`src/rtl/core/lfp_pkg.sv`:
```
// lfp_pkg: shared types and constants of the lidar frame parser
// used by lfp_decode and lidar_frame_parser_top; no dependencies
`timescale 1ns / 1ps

package lfp_pkg;

    // frame geometry
    localparam int FRAME_LEN = 9;
    localparam int HEAD_LEN  = FRAME_LEN - 1;
    localparam int IDX_W     = 4;
    localparam int SENSOR_W  = 3;

    localparam logic [IDX_W-1:0] LAST_IDX    = IDX_W'(FRAME_LEN - 1);
    localparam logic [IDX_W-1:0] FIRST_IDX   = IDX_W'(0);
    // byte positions that carry a reply checksum
    localparam logic [IDX_W-1:0] CHK_RATE_IDX    = IDX_W'(5);
    localparam logic [IDX_W-1:0] CHK_VERSION_IDX = IDX_W'(6);
    localparam logic [IDX_W-1:0] CHK_BAUD_IDX    = IDX_W'(7);

    // frame headers
    localparam logic [7:0] HDR_MEAS = 8'h59;
    localparam logic [7:0] HDR_CMD  = 8'h5A;

    // defaults and limits
    localparam logic [15:0] STRENGTH_SAT     = 16'hFFFF;
    localparam logic [15:0] DEF_MIN_STRENGTH = 16'd100;
    localparam logic [15:0] DEF_FRAME_RATE   = 16'd100;
    localparam logic [31:0] DEF_BAUD_RATE    = 32'd115200;

    // reported distance codes
    localparam logic [16:0] DIST_STALE = 17'h1FFFE;
    localparam logic [16:0] DIST_WEAK  = 17'h1FFFF;

    // stream widths
    localparam int S_TDATA_W   = 8;
    localparam int S_TUSER_W   = 4;
    localparam int M_TUSER_W   = 8;
    localparam int M_TDATA_USE = 147;
    localparam int M_TDATA_W   = 152;

    typedef enum logic {
        CMD_BYTE = 1'b0,
        CMD_READ = 1'b1
    } cmd_t;

    typedef enum logic [1:0] {
        RK_FRAME      = 2'd0,
        RK_READ       = 2'd1,
        RK_BAD_SENSOR = 2'd2
    } result_kind_t;

    typedef enum logic [2:0] {
        FC_REJECT  = 3'd0,
        FC_MEAS    = 3'd1,
        FC_VERSION = 3'd2,
        FC_RATE    = 3'd3,
        FC_BAUD    = 3'd4,
        FC_FORMAT  = 3'd5,
        FC_ACK     = 3'd6
    } frame_class_t;

    typedef enum logic [1:0] {
        FMT_STD_CM  = 2'd0,
        FMT_PIXHAWK = 2'd1,
        FMT_STD_MM  = 2'd2
    } out_format_t;

    // checksum results gathered while the frame came in
    typedef struct packed {
        logic ok_rate;
        logic ok_version;
        logic ok_baud;
        logic ok_meas;
    } chk_t;

    // what a completed frame does to the sensor state
    typedef struct packed {
        frame_class_t cls;
        logic         upd_meas;
        logic         upd_version;
        logic         upd_rate;
        logic         upd_baud;
        logic         upd_format;
        out_format_t  format_val;
        logic         factory;
    } dec_t;

endpackage

```
`src/rtl/core/lidar_frame_parser_top.sv`:
```
// lidar_frame_parser_top: per-sensor UART frame parser for a range lidar
// Input beat: one received byte or a read request for one sensor. Every ninth
// byte of a sensor completes a frame and gives one result beat; a read request
// gives one result beat with the last measurement and marks it stale; a beat
// for a sensor at or above NUM_SENSORS gives an error result.
// Channels: s_* carries input beats, m_* result beats, cfg_wr_* sets the
// least strength for a valid read.
// Path: an accepted input beat passes the input register, then the state
// update writes the result register that drives m_tvalid.
// Throughput: one beat per cycle unless the result side stalls; the per-sensor
// state is read, updated and written back in the same cycle, and checksums
// build up as bytes arrive so a completed frame decodes in the same cycle.
// Reset: aresetn low clears both registers and restores every sensor to its
// defaults (no measurement, frame rate 100, baud 115200, standard cm format).
// Stall: while m_tready is low the result register holds and s_tready drops
// once the input register is also full; no beat is lost or repeated.
// depends on lfp_pkg and lfp_decode
`timescale 1ns / 1ps

module lidar_frame_parser_top
    import lfp_pkg::*;
#(
    parameter int NUM_SENSORS = 4
) (
    input  logic                 aclk,
    input  logic                 aresetn,
    // configuration
    input  logic                 cfg_wr_en,
    input  logic [15:0]          cfg_wr_data,    // min_strength
    // input stream
    input  logic                 s_tvalid,
    output logic                 s_tready,
    input  logic [S_TDATA_W-1:0] s_tdata,        // [7:0] rx_byte
    input  logic [S_TUSER_W-1:0] s_tuser,        // [0] command, [3:1] sensor
    // result stream
    output logic                 m_tvalid,
    input  logic                 m_tready,
    // [16:0] distance_out, [32:17] strength_out, [48:33] temperature_out,
    // [72:49] version_out, [88:73] framerate_out, [120:89] baudrate_out,
    // [122:121] format_out, [130:123] ack_count_out,
    // [146:131] frame_count_out, [151:147] zero
    output logic [M_TDATA_W-1:0] m_tdata,
    // [1:0] result_kind, [4:2] frame_class, [7:5] sensor_echo
    output logic [M_TUSER_W-1:0] m_tuser
);

    localparam int SEL_W = (NUM_SENSORS > 1) ? $clog2(NUM_SENSORS) : 1;

    // input register
    logic                in_valid_reg;
    cmd_t                in_cmd_reg;
    logic [SENSOR_W-1:0] in_sensor_reg;
    logic [7:0]          in_byte_reg;

    // configuration register
    logic [15:0] min_strength_reg;

    // per-sensor state
    logic [IDX_W-1:0]         idx_reg      [NUM_SENSORS];
    logic                     dvalid_reg   [NUM_SENSORS];
    logic [15:0]              dist_reg     [NUM_SENSORS];
    logic [15:0]              strength_reg [NUM_SENSORS];
    logic [15:0]              temp_reg     [NUM_SENSORS];
    logic [23:0]              version_reg  [NUM_SENSORS];
    logic [15:0]              rate_reg     [NUM_SENSORS];
    logic [31:0]              baud_reg     [NUM_SENSORS];
    out_format_t              format_reg   [NUM_SENSORS];
    logic [7:0]               ack_reg      [NUM_SENSORS];
    logic [15:0]              fcount_reg   [NUM_SENSORS];
    logic [HEAD_LEN-1:0][7:0] fbytes_reg   [NUM_SENSORS];
    logic [7:0]               sum_reg      [NUM_SENSORS];
    logic [2:0]               chk_reg      [NUM_SENSORS];  // rate, version, baud

    // result register
    logic                 m_tvalid_reg;
    logic [M_TDATA_W-1:0] m_tdata_reg;
    logic [M_TUSER_W-1:0] m_tuser_reg;

    // datapath
    logic             known;
    logic [SEL_W-1:0] sel;
    logic             produce;
    logic             wr;
    logic [IDX_W-1:0] idx_eff;
    logic             is_last;
    logic             byte_match;
    chk_t             chk;
    dec_t             dec;
    logic [HEAD_LEN-1:0][7:0] head;

    logic [IDX_W-1:0] nx_idx;
    logic             nx_dvalid;
    logic [15:0]      nx_dist;
    logic [15:0]      nx_strength;
    logic [15:0]      nx_temp;
    logic [23:0]      nx_version;
    logic [15:0]      nx_rate;
    logic [31:0]      nx_baud;
    out_format_t      nx_format;
    logic [7:0]       nx_ack;
    logic [15:0]      nx_fcount;

    logic             has_res;
    result_kind_t     res_kind;
    frame_class_t     res_cls;
    logic [16:0]      res_dist;
    logic [15:0]      res_strength;
    logic [15:0]      res_temp;
    logic [M_TDATA_W-1:0] res_tdata;

    // handshakes
    assign produce  = in_valid_reg && (!m_tvalid_reg || m_tready);
    assign s_tready = !in_valid_reg || produce;
    assign m_tvalid = m_tvalid_reg;
    assign m_tdata  = m_tdata_reg;
    assign m_tuser  = m_tuser_reg;

    // sensor selection and frame position
    assign known      = {1'b0, in_sensor_reg} < (SENSOR_W + 1)'(NUM_SENSORS);
    assign sel        = in_sensor_reg[SEL_W-1:0];
    assign wr         = produce && known;
    assign idx_eff    = (idx_reg[sel] >= IDX_W'(FRAME_LEN)) ? FIRST_IDX : idx_reg[sel];
    assign is_last    = (idx_eff == LAST_IDX);
    assign byte_match = (sum_reg[sel] == in_byte_reg);
    assign head       = fbytes_reg[sel];

    assign chk.ok_rate    = chk_reg[sel][2];
    assign chk.ok_version = chk_reg[sel][1];
    assign chk.ok_baud    = chk_reg[sel][0];
    assign chk.ok_meas    = byte_match;

    lfp_decode u_decode (
        .head_bytes (head),
        .chk        (chk),
        .dec        (dec)
    );

    // state update and result for the beat in the input register
    always_comb begin
        nx_idx      = idx_eff;
        nx_dvalid   = dvalid_reg[sel];
        nx_dist     = dist_reg[sel];
        nx_strength = strength_reg[sel];
        nx_temp     = temp_reg[sel];
        nx_version  = version_reg[sel];
        nx_rate     = rate_reg[sel];
        nx_baud     = baud_reg[sel];
        nx_format   = format_reg[sel];
        nx_ack      = ack_reg[sel];
        nx_fcount   = fcount_reg[sel];
        has_res     = 1'b0;
        res_kind    = RK_FRAME;
        res_cls     = FC_REJECT;
        res_dist    = '0;
        res_strength = '0;
        res_temp    = '0;

        if (!known) begin
            has_res  = 1'b1;
            res_kind = RK_BAD_SENSOR;
        end else if (in_cmd_reg == CMD_BYTE) begin
            nx_idx = is_last ? FIRST_IDX : idx_eff + IDX_W'(1);
            if (is_last) begin
                has_res = 1'b1;
                res_cls = dec.cls;
                if (dec.upd_meas) begin
                    nx_dvalid   = 1'b1;
                    nx_dist     = {head[3], head[2]};
                    nx_strength = {head[5], head[4]};
                    nx_temp     = {head[7], head[6]};
                    nx_fcount   = fcount_reg[sel] + 16'd1;
                end
                if (dec.upd_version) begin
                    nx_version = {head[5], head[4], head[3]};
                end
                if (dec.upd_rate) begin
                    nx_rate = {head[4], head[3]};
                end
                if (dec.upd_baud) begin
                    nx_baud = {head[6], head[5], head[4], head[3]};
                end
                if (dec.upd_format) begin
                    nx_format = dec.format_val;
                end
                if (dec.factory) begin
                    nx_rate   = DEF_FRAME_RATE;
                    nx_baud   = DEF_BAUD_RATE;
                    nx_format = FMT_STD_CM;
                end
                if (dec.cls != FC_REJECT && dec.cls != FC_MEAS) begin
                    nx_ack = ack_reg[sel] + 8'd1;
                end
                res_dist     = nx_dvalid ? {1'b0, nx_dist} : DIST_STALE;
                res_strength = nx_strength;
                res_temp     = nx_temp;
            end
        end else begin
            // read of the last acquisition, then mark it stale
            has_res   = 1'b1;
            res_kind  = RK_READ;
            nx_dvalid = 1'b0;
            if (!dvalid_reg[sel]) begin
                res_dist = DIST_STALE;
            end else begin
                if (strength_reg[sel] >= min_strength_reg &&
                    strength_reg[sel] != STRENGTH_SAT) begin
                    res_dist = {1'b0, dist_reg[sel]};
                end else begin
                    res_dist = DIST_WEAK;
                end
                res_strength = strength_reg[sel];
                res_temp     = temp_reg[sel];
            end
        end
    end

    // result packing; error results carry zeros
    always_comb begin
        res_tdata = '0;
        if (known) begin
            res_tdata[M_TDATA_USE-1:0] = {nx_fcount, nx_ack, nx_format, nx_baud, nx_rate,
                                          nx_version, res_temp, res_strength, res_dist};
        end
    end

    // configuration register
    always_ff @(posedge aclk) begin
        if (!aresetn) begin
            min_strength_reg <= DEF_MIN_STRENGTH;
        end else if (cfg_wr_en) begin
            min_strength_reg <= cfg_wr_data;
        end
    end

    // input register control
    always_ff @(posedge aclk) begin
        if (!aresetn) begin
            in_valid_reg <= 1'b0;
        end else if (s_tready) begin
            in_valid_reg <= s_tvalid;
        end
    end

    // input register payload
    always_ff @(posedge aclk) begin
        if (s_tvalid && s_tready) begin
            in_cmd_reg    <= cmd_t'(s_tuser[0]);
            in_sensor_reg <= s_tuser[SENSOR_W:1];
            in_byte_reg   <= s_tdata;
        end
    end

    // per-sensor control and status state
    always_ff @(posedge aclk) begin
        if (!aresetn) begin
            for (int i = 0; i < NUM_SENSORS; i++) begin
                idx_reg[i]      <= FIRST_IDX;
                dvalid_reg[i]   <= 1'b0;
                dist_reg[i]     <= '0;
                strength_reg[i] <= '0;
                temp_reg[i]     <= '0;
                version_reg[i]  <= '0;
                rate_reg[i]     <= DEF_FRAME_RATE;
                baud_reg[i]     <= DEF_BAUD_RATE;
                format_reg[i]   <= FMT_STD_CM;
                ack_reg[i]      <= '0;
                fcount_reg[i]   <= '0;
            end
        end else if (wr) begin
            idx_reg[sel]      <= nx_idx;
            dvalid_reg[sel]   <= nx_dvalid;
            dist_reg[sel]     <= nx_dist;
            strength_reg[sel] <= nx_strength;
            temp_reg[sel]     <= nx_temp;
            version_reg[sel]  <= nx_version;
            rate_reg[sel]     <= nx_rate;
            baud_reg[sel]     <= nx_baud;
            format_reg[sel]   <= nx_format;
            ack_reg[sel]      <= nx_ack;
            fcount_reg[sel]   <= nx_fcount;
        end
    end

    // frame bytes, running sum and reply checksums
    always_ff @(posedge aclk) begin
        if (wr && in_cmd_reg == CMD_BYTE) begin
            if (!is_last) begin
                fbytes_reg[sel][idx_eff[2:0]] <= in_byte_reg;
            end
            sum_reg[sel] <= (idx_eff == FIRST_IDX) ? in_byte_reg : sum_reg[sel] + in_byte_reg;
            if (idx_eff == CHK_RATE_IDX) begin
                chk_reg[sel][2] <= byte_match;
            end
            if (idx_eff == CHK_VERSION_IDX) begin
                chk_reg[sel][1] <= byte_match;
            end
            if (idx_eff == CHK_BAUD_IDX) begin
                chk_reg[sel][0] <= byte_match;
            end
        end
    end

    // result register control
    always_ff @(posedge aclk) begin
        if (!aresetn) begin
            m_tvalid_reg <= 1'b0;
        end else if (produce) begin
            m_tvalid_reg <= has_res;
        end else if (m_tready) begin
            m_tvalid_reg <= 1'b0;
        end
    end

    // result register payload
    always_ff @(posedge aclk) begin
        if (produce && has_res) begin
            m_tdata_reg <= res_tdata;
            m_tuser_reg <= {in_sensor_reg, res_cls, res_kind};
        end
    end

endmodule

```
`src/rtl/core/lfp_decode.sv`:
```
// lfp_decode: classifies a completed 9-byte frame and flags the state updates
// depends on lfp_pkg
`timescale 1ns / 1ps

module lfp_decode
    import lfp_pkg::*;
(
    input  logic [HEAD_LEN-1:0][7:0] head_bytes,  // bytes 0..7 of the frame
    input  chk_t                     chk,
    output dec_t                     dec
);

    function automatic logic tail_is(input logic [HEAD_LEN-1:0][7:0] b,
                                     input logic [7:0] c1, input logic [7:0] c2,
                                     input logic [7:0] c3, input logic [7:0] c4);
        return (b[1] == c1) && (b[2] == c2) && (b[3] == c3) && (b[4] == c4);
    endfunction

    // priority chain of the known replies
    always_comb begin
        dec = '0;
        dec.cls = FC_REJECT;
        dec.format_val = FMT_STD_CM;
        if (head_bytes[0] == HDR_MEAS) begin
            if (head_bytes[1] == HDR_MEAS && chk.ok_meas) begin
                dec.upd_meas = 1'b1;
                dec.cls = FC_MEAS;
            end
        end else if (head_bytes[0] == HDR_CMD) begin
            if (head_bytes[1] == 8'h07 && head_bytes[2] == 8'h01) begin
                if (chk.ok_version) begin
                    dec.upd_version = 1'b1;
                    dec.cls = FC_VERSION;
                end
            end else if (tail_is(head_bytes, 8'h05, 8'h02, 8'h00, 8'h60) ||
                         tail_is(head_bytes, 8'h05, 8'h02, 8'h01, 8'h61)) begin
                dec.cls = FC_ACK;
            end else if (head_bytes[1] == 8'h06 && head_bytes[2] == 8'h03) begin
                if (chk.ok_rate) begin
                    dec.upd_rate = 1'b1;
                    dec.cls = FC_RATE;
                end
            end else if (tail_is(head_bytes, 8'h05, 8'h05, 8'h01, 8'h65)) begin
                dec.upd_format = 1'b1;
                dec.format_val = FMT_STD_CM;
                dec.cls = FC_FORMAT;
            end else if (tail_is(head_bytes, 8'h05, 8'h05, 8'h02, 8'h66)) begin
                dec.upd_format = 1'b1;
                dec.format_val = FMT_PIXHAWK;
                dec.cls = FC_FORMAT;
            end else if (tail_is(head_bytes, 8'h05, 8'h05, 8'h03, 8'h67)) begin
                dec.upd_format = 1'b1;
                dec.format_val = FMT_STD_MM;
                dec.cls = FC_FORMAT;
            end else if (head_bytes[1] == 8'h08 && head_bytes[2] == 8'h06) begin
                if (chk.ok_baud) begin
                    dec.upd_baud = 1'b1;
                    dec.cls = FC_BAUD;
                end
            end else if (tail_is(head_bytes, 8'h05, 8'h07, 8'h00, 8'h66) ||
                         tail_is(head_bytes, 8'h05, 8'h07, 8'h01, 8'h67)) begin
                dec.cls = FC_ACK;
            end else if (tail_is(head_bytes, 8'h05, 8'h10, 8'h00, 8'h6E)) begin
                // factory reset acknowledged
                dec.factory = 1'b1;
                dec.cls = FC_ACK;
            end else if (tail_is(head_bytes, 8'h05, 8'h10, 8'h01, 8'h6F) ||
                         tail_is(head_bytes, 8'h05, 8'h22, 8'h00, 8'h6F) ||
                         tail_is(head_bytes, 8'h05, 8'h22, 8'h01, 8'h70)) begin
                dec.cls = FC_ACK;
            end
        end
    end

endmodule

```
`config.mk`:
```
export PLATFORM = sky130hd
export DESIGN_NAME = lidar_frame_parser_top
export DESIGN_NICKNAME = d
export VERILOG_FILES = /design/src/rtl/core/lfp_pkg.sv /design/src/rtl/core/lidar_frame_parser_top.sv /design/src/rtl/core/lfp_decode.sv
export SDC_FILE = /design/constraint.sdc
export NUM_CORES = 2
export LEC_CHECK = 0
export BUFFER_PORTS_ARGS = -buffer_cell sky130_fd_sc_hd__buf_2
export CAP_MARGIN = 20
export CORE_ASPECT_RATIO = 0.8
export CORE_MARGIN = 2
export CORE_UTILIZATION = 35
export DETAILED_ROUTE_END_ITERATION = 8
export HOLD_SLACK_MARGIN = 0.05
export PLACE_DENSITY = 0.62
export SLEW_MARGIN = 0
export SYNTH_ARGS = -nofsm -noshare
export SYNTH_HDL_FRONTEND = slang
export SYNTH_SLANG_ARGS = --single-unit
export TNS_END_PERCENT = 100
```
`constraint.sdc`:
```
create_clock -name aclk -period 16.5 [get_ports aclk]
set_clock_uncertainty 0.2 [all_clocks]
set_input_delay 1.65 -clock aclk [delete_from_list [all_inputs] [get_ports aclk]]
set_output_delay 1.65 -clock aclk [all_outputs]
set_load 0.01 [all_outputs]
```
* After elaboration in Yosys (flattened, before gate mapping) *
Memories as Yosys holds them, arrays and structs flattened. A register that Yosys moved wholly into a read port is not among the register bits.
Index checks and enable logic that the tools add are counted.

word-level totals
  bits in writable memories = 904
  output and inout bits = 162
  input port bits = 33
  memories = 14
  register bits after elaboration = 185
  word-level logic and storage cells = 307

memories
  name         words  width  read ports  clocked after memory_dff  write ports  line                          source
  fbytes_reg   4      64     1           1                         1            lidar_frame_parser_top.sv:70  logic [HEAD_LEN-1:0][7:0] fbytes_reg [NUM_SENSORS];
  baud_reg     4      32     1           1                         4            lidar_frame_parser_top.sv:66  logic [31:0] baud_reg [NUM_SENSORS];
  version_reg  4      24     1           1                         4            lidar_frame_parser_top.sv:64  logic [23:0] version_reg [NUM_SENSORS];
  dist_reg     4      16     1           1                         4            lidar_frame_parser_top.sv:61  logic [15:0] dist_reg [NUM_SENSORS];
  fcount_reg   4      16     1           1                         4            lidar_frame_parser_top.sv:69  logic [15:0] fcount_reg [NUM_SENSORS];
  rate_reg     4      16     1           1                         4            lidar_frame_parser_top.sv:65  logic [15:0] rate_reg [NUM_SENSORS];
  +8 memories  n/a    n/a    n/a         n/a                       n/a          n/a

operators by class
  reductions and logical operators = 63
  $lt $le $gt $ge = 5
  multiplexer cells = 175
  $add $sub $neg = 4
  eq/ne operators = 33
  bitwise operators = 3

operator list
  operator               number
  $mux 16                32
  $mux 32                6
  $mux 24                5
  $eq 8x7->1 const B     11
  $mux 17                5
  $reduce_or 16->1       5
  $mux 2                 34
  $mux 64                1
  $mux 1                 58
  $mux 8                 7
  $eq 8x3->1 const B     6
  $mux 3                 16
  $logic_and 1x1->1      39
  $eq 8x2->1 const B     4
  $reduce_or 32->1       1
  $demux 8 s3            1
  $reduce_or 24->1       1
  $mux 4                 5
  $add 16x1->16 const B  1
  $eq 8x1->1 const B     2
  $ge 16x16->1           1
  $ne 16x16->1 const B   1
  $mux 7                 2
  $eq 4x3->1 const B     3
  other kinds (27)       36

* Depth between registers and ports, before layout *
  depth in word-level cells = 25
  gate-level depth with buffers = 22

* Hierarchy *
From an unflattened synthesis, not the netlist that was laid out.

unflattened totals
  cells, all modules = 3,277
  area, all modules = 48,272.5 um^2

modules (own cells, without submodules)
  module                  cells each  times used  seq. area each (um^2)  area each (um^2)
  lidar_frame_parser_top  3,194       1           32,531.2               47,673.2
  lfp_decode              83          1           0.0                    599.3

* Least setup slack after synthesis *
Ideal clock, no wire load.

  path kind = input to register
  start = input m_tready
  end = memory ack_reg[3][0], enable pin
  arrival = 12.889 ns
  required time = 15.417 ns
  stages = 3
  slack = 2.528 ns
  cells stage by stage = nand2b_1 > nand2_1 > o31ai_1

RTL lines
  what             line                          source
  start, declared  lidar_frame_parser_top.sv:37  input logic m_tready,
  end, declared    lidar_frame_parser_top.sv:68  logic [7:0] ack_reg [NUM_SENSORS];

==> run_results.csv <==
group,metric,value,unit
critical_path,critPathMaxStageDelay,940,ps
floorplan,core_region_area,138000,um2
synthesis,synthFlopType,"edfxtp_1",
timing,final_max_slew_viol_count,0,
route,drc,0,
power,p_clk_frac,0.409,
cts,clk_pin_slew,60,ps
cts,root_buffer,"clkbuf_16",
placement,io_buffer_count,189,
timing,hold_violations,0,
global_routing,antenna_found_initial,2,
cts,cts_hold_buf,0,
cts,clock_latency,740,ps
power,leakage,18.9,nW
route,ant_nets,0,
timing,worstMarginPinSlew,1160,ps
timing,worst_slack,10080,ps
route,wire_per_inst,25.3,um
synthesis,ys_warn_count,0,
floorplan,initial_utilization,0.352,
finish,final_common_cell,"edfxtp_1",
synthesis,synth_edf_count,1068,
route,vias_per_cell,5.55,
hold_path,hp-class,"flip-flop to flip-flop",
floorplan,die_x,420,um
placement,place_congestion,0.870,
timing,rsz0062_at_grt,"no",
critical_path,worst_setup_path_end_kind,"flip-flop",
global_routing,grt_pass1_wl,204000,um
timing,period_minus_slack,6420,ps
route,drt_iter0_markers,3539,
synthesis,postSynthCellCount,3439,
timing,setup_viol,0,
finish,finish.utilization,0.400,
global_routing,grt_max_degree,118,
power,netSwitchingFraction,0.243,
job,cap_violations,0,
power,power_density,115,nW/um2
timing,fmax,156,MHz
synthesis,synth.avg_cell_area,14.1,um2
critical_path,crit_path_start_kind,"flip-flop",
cts,ctsResizeCount,0,
finish,nNetsFinal,3644,
floorplan,ioPinCount,195,
cts,cts_buffers,110,
cts,cts_tree,"done",
critical_path,critical_path.slowest_cell,"nand4_1",
critical_path,crit_type,"flip-flop to flip-flop",
power,switchingPower,1.54,mW
cts,cts_max_level,3,
floorplan,die_h,337,um
finish,layout_common_cells,"1068 x edfxtp_1, 652 x nor2_1, 280 x nand2_1",
run_status,status,"finished clean",
critical_path,crit_arrival,6680,ps
cts,clockBufferDepth,3,
synthesis,netlist.area_leader.share,0.662,
critical_path,worstPathMaxFanout,90,
global_routing,grt_use_total,0.195,
synthesis,synth_largest_area_cell,"edfxtp_1",
power,combPwrFrac,0.091,
synthesis,synth_cell_types,77,
power,vdd_drop_max,0.0988,mV
global_routing,grt_pass1_vias,30000,
timing,relSlewSlack,0.225,
placement,preCtsSetupSlack,9530,ps
critical_path,path_cells,"buf_12 > mux4_2 > nor2b_1 > inv_1 > ha_1 > nor2b_1 > and3_1 > nand4_1 > buf_4 > nor2_1 > nand4_1 > xor2_1 > nor2_1",
cts,clock-sinks,1091,
timing,timing.final.crit_share,0.389,
route,vias,30800,
synthesis,syn-cell-area,48500,um2
power,p_seq_frac,0.500,
finish,largest_reg_flops,256,
critical_path,cp_top_family,"simple AND/OR/NAND/NOR gates",
synthesis,synth_area_leaders,"edfxtp_1 66%, mux4_2 9.1%, nor2_1 5.1%",
synthesis,async_reset_ff_frac,0,
route,drt-pass1-iter-count,5,
placement,dp_hpwl,85600,um
route,wirelength,140000,um
cts,postCtsSetupRepairBufs,0,
global_routing,grt-ovfl-total,0,
critical_path,path_buf_inv,3,
finish,drive_gt1_frac,0.194,
synthesis,ys_seq_area_frac,0.671,
floorplan,die_area,142000,um2
synthesis,ys_ff_latch,1091,
critical_path,critPathRequiredTime,16760,ps
floorplan,row_count,122,
finish,area_growth,13.8,%
timing,tns,0,ps
power,p_int,4.81,mW
## kinds of logic after synthesis
logic type / after synthesis / share of synthesized area
simple gates: 1208 / 0.110
buf+inv: 305 / 0.0265
flops: 1091 / 0.671
compound gates: 434 / 0.0570
xor+xnor: 37 / 0.00668
mux: 333 / 0.120
other cells: 1 / 0.0000774
fa+ha+maj: 30 / 0.00790
## cells in the mapped netlist (15+ instances only)
| cell | instances |
|---|---|
| a21boi_0 | 17 |
| a21o_1 | 17 |
| a21oi_1 | 171 |
| a22oi_1 | 25 |
| and2_1 | 15 |
| buf_2 | 40 |
| buf_4 | 16 |
| clkbuf_1 | 164 |
| dfxtp_1 | 23 |
| edfxtp_1 | 1068 |
| ha_1 | 29 |
| inv_1 | 76 |
| mux2_2 | 42 |
| mux2i_1 | 95 |
| mux4_2 | 196 |
| nand2_1 | 287 |
| nand3_1 | 42 |
| nand4_1 | 17 |
| nor2_1 | 656 |
| nor2b_1 | 28 |
| nor3_1 | 31 |
| o21ai_0 | 61 |
| o22ai_1 | 48 |
| or3_1 | 22 |
| xnor2_1 | 15 |
| xor2_1 | 22 |
## per-stage QoR
stage | hold WS (ps) | std cells | power [mW] | area, um2
after floorplan | 224 | 3443 | 3.61 | 48500
after global placement | 283 | 5328 | 3.80 | 51400
after detailed placement | 297 | 5328 | 3.81 | 51400
after CTS | 318 | 5536 | 6.39 | 55100
after global routing | 337 | 5537 | 6.53 | 55200
final | 323 | 5538 | 6.35 | 55200
## routing by layer
layer | track usage | wire, um
met1 | 0.278 | 59400
met2 | 0.304 | 64100
met3 | 0.0341 | 12500
met4 | 0.0600 | 3970
met5 | 0 | 0
## power by group through the flow
stage               clock, mW  combinational, mW  sequential (mW)
floorplan                   0              0.362             3.25
global placement            0              0.567             3.23
CTS                      2.64              0.575             3.18
global route             2.73              0.619             3.18
detailed placement          0              0.572             3.23
finish                   2.60              0.575             3.18
## area by class of cell
type	instances	area, um2
fill	12800	82700
sequential	1091	32500
multi-input combinational	2047	14800
clock buffer	134	2910
tap	1860	2330
timing repair buffer	255	1490
clock inverter	74	802
inverter	76	285
antenna	1	2.50
## worst register-to-register path: cells and delay by family (launching register included)
family,cells,cell delay (ps)
flops,1,840
fa+ha+maj,1,220
simple gates,7,2780
xor+xnor,1,380
buf+inv,3,1180
mux,1,550
## worst paths after layout
kind,from,to,slack [ps],cells past startpoint
min reg2reg,min_strength_reg[9]$_SDFFE_PN0P_,min_strength_reg[9]$_SDFFE_PN0P_,320,2
max,flip-flop,fcount_reg[3][15]$_DFFE_PP_,10080,13
max reg2reg,flip-flop,fcount_reg[3][15]$_DFFE_PP_,10080,13
min,min_strength_reg[9]$_SDFFE_PN0P_,min_strength_reg[9]$_SDFFE_PN0P_,320,2
Note: power is estimated with default switching activity, not from simulation.
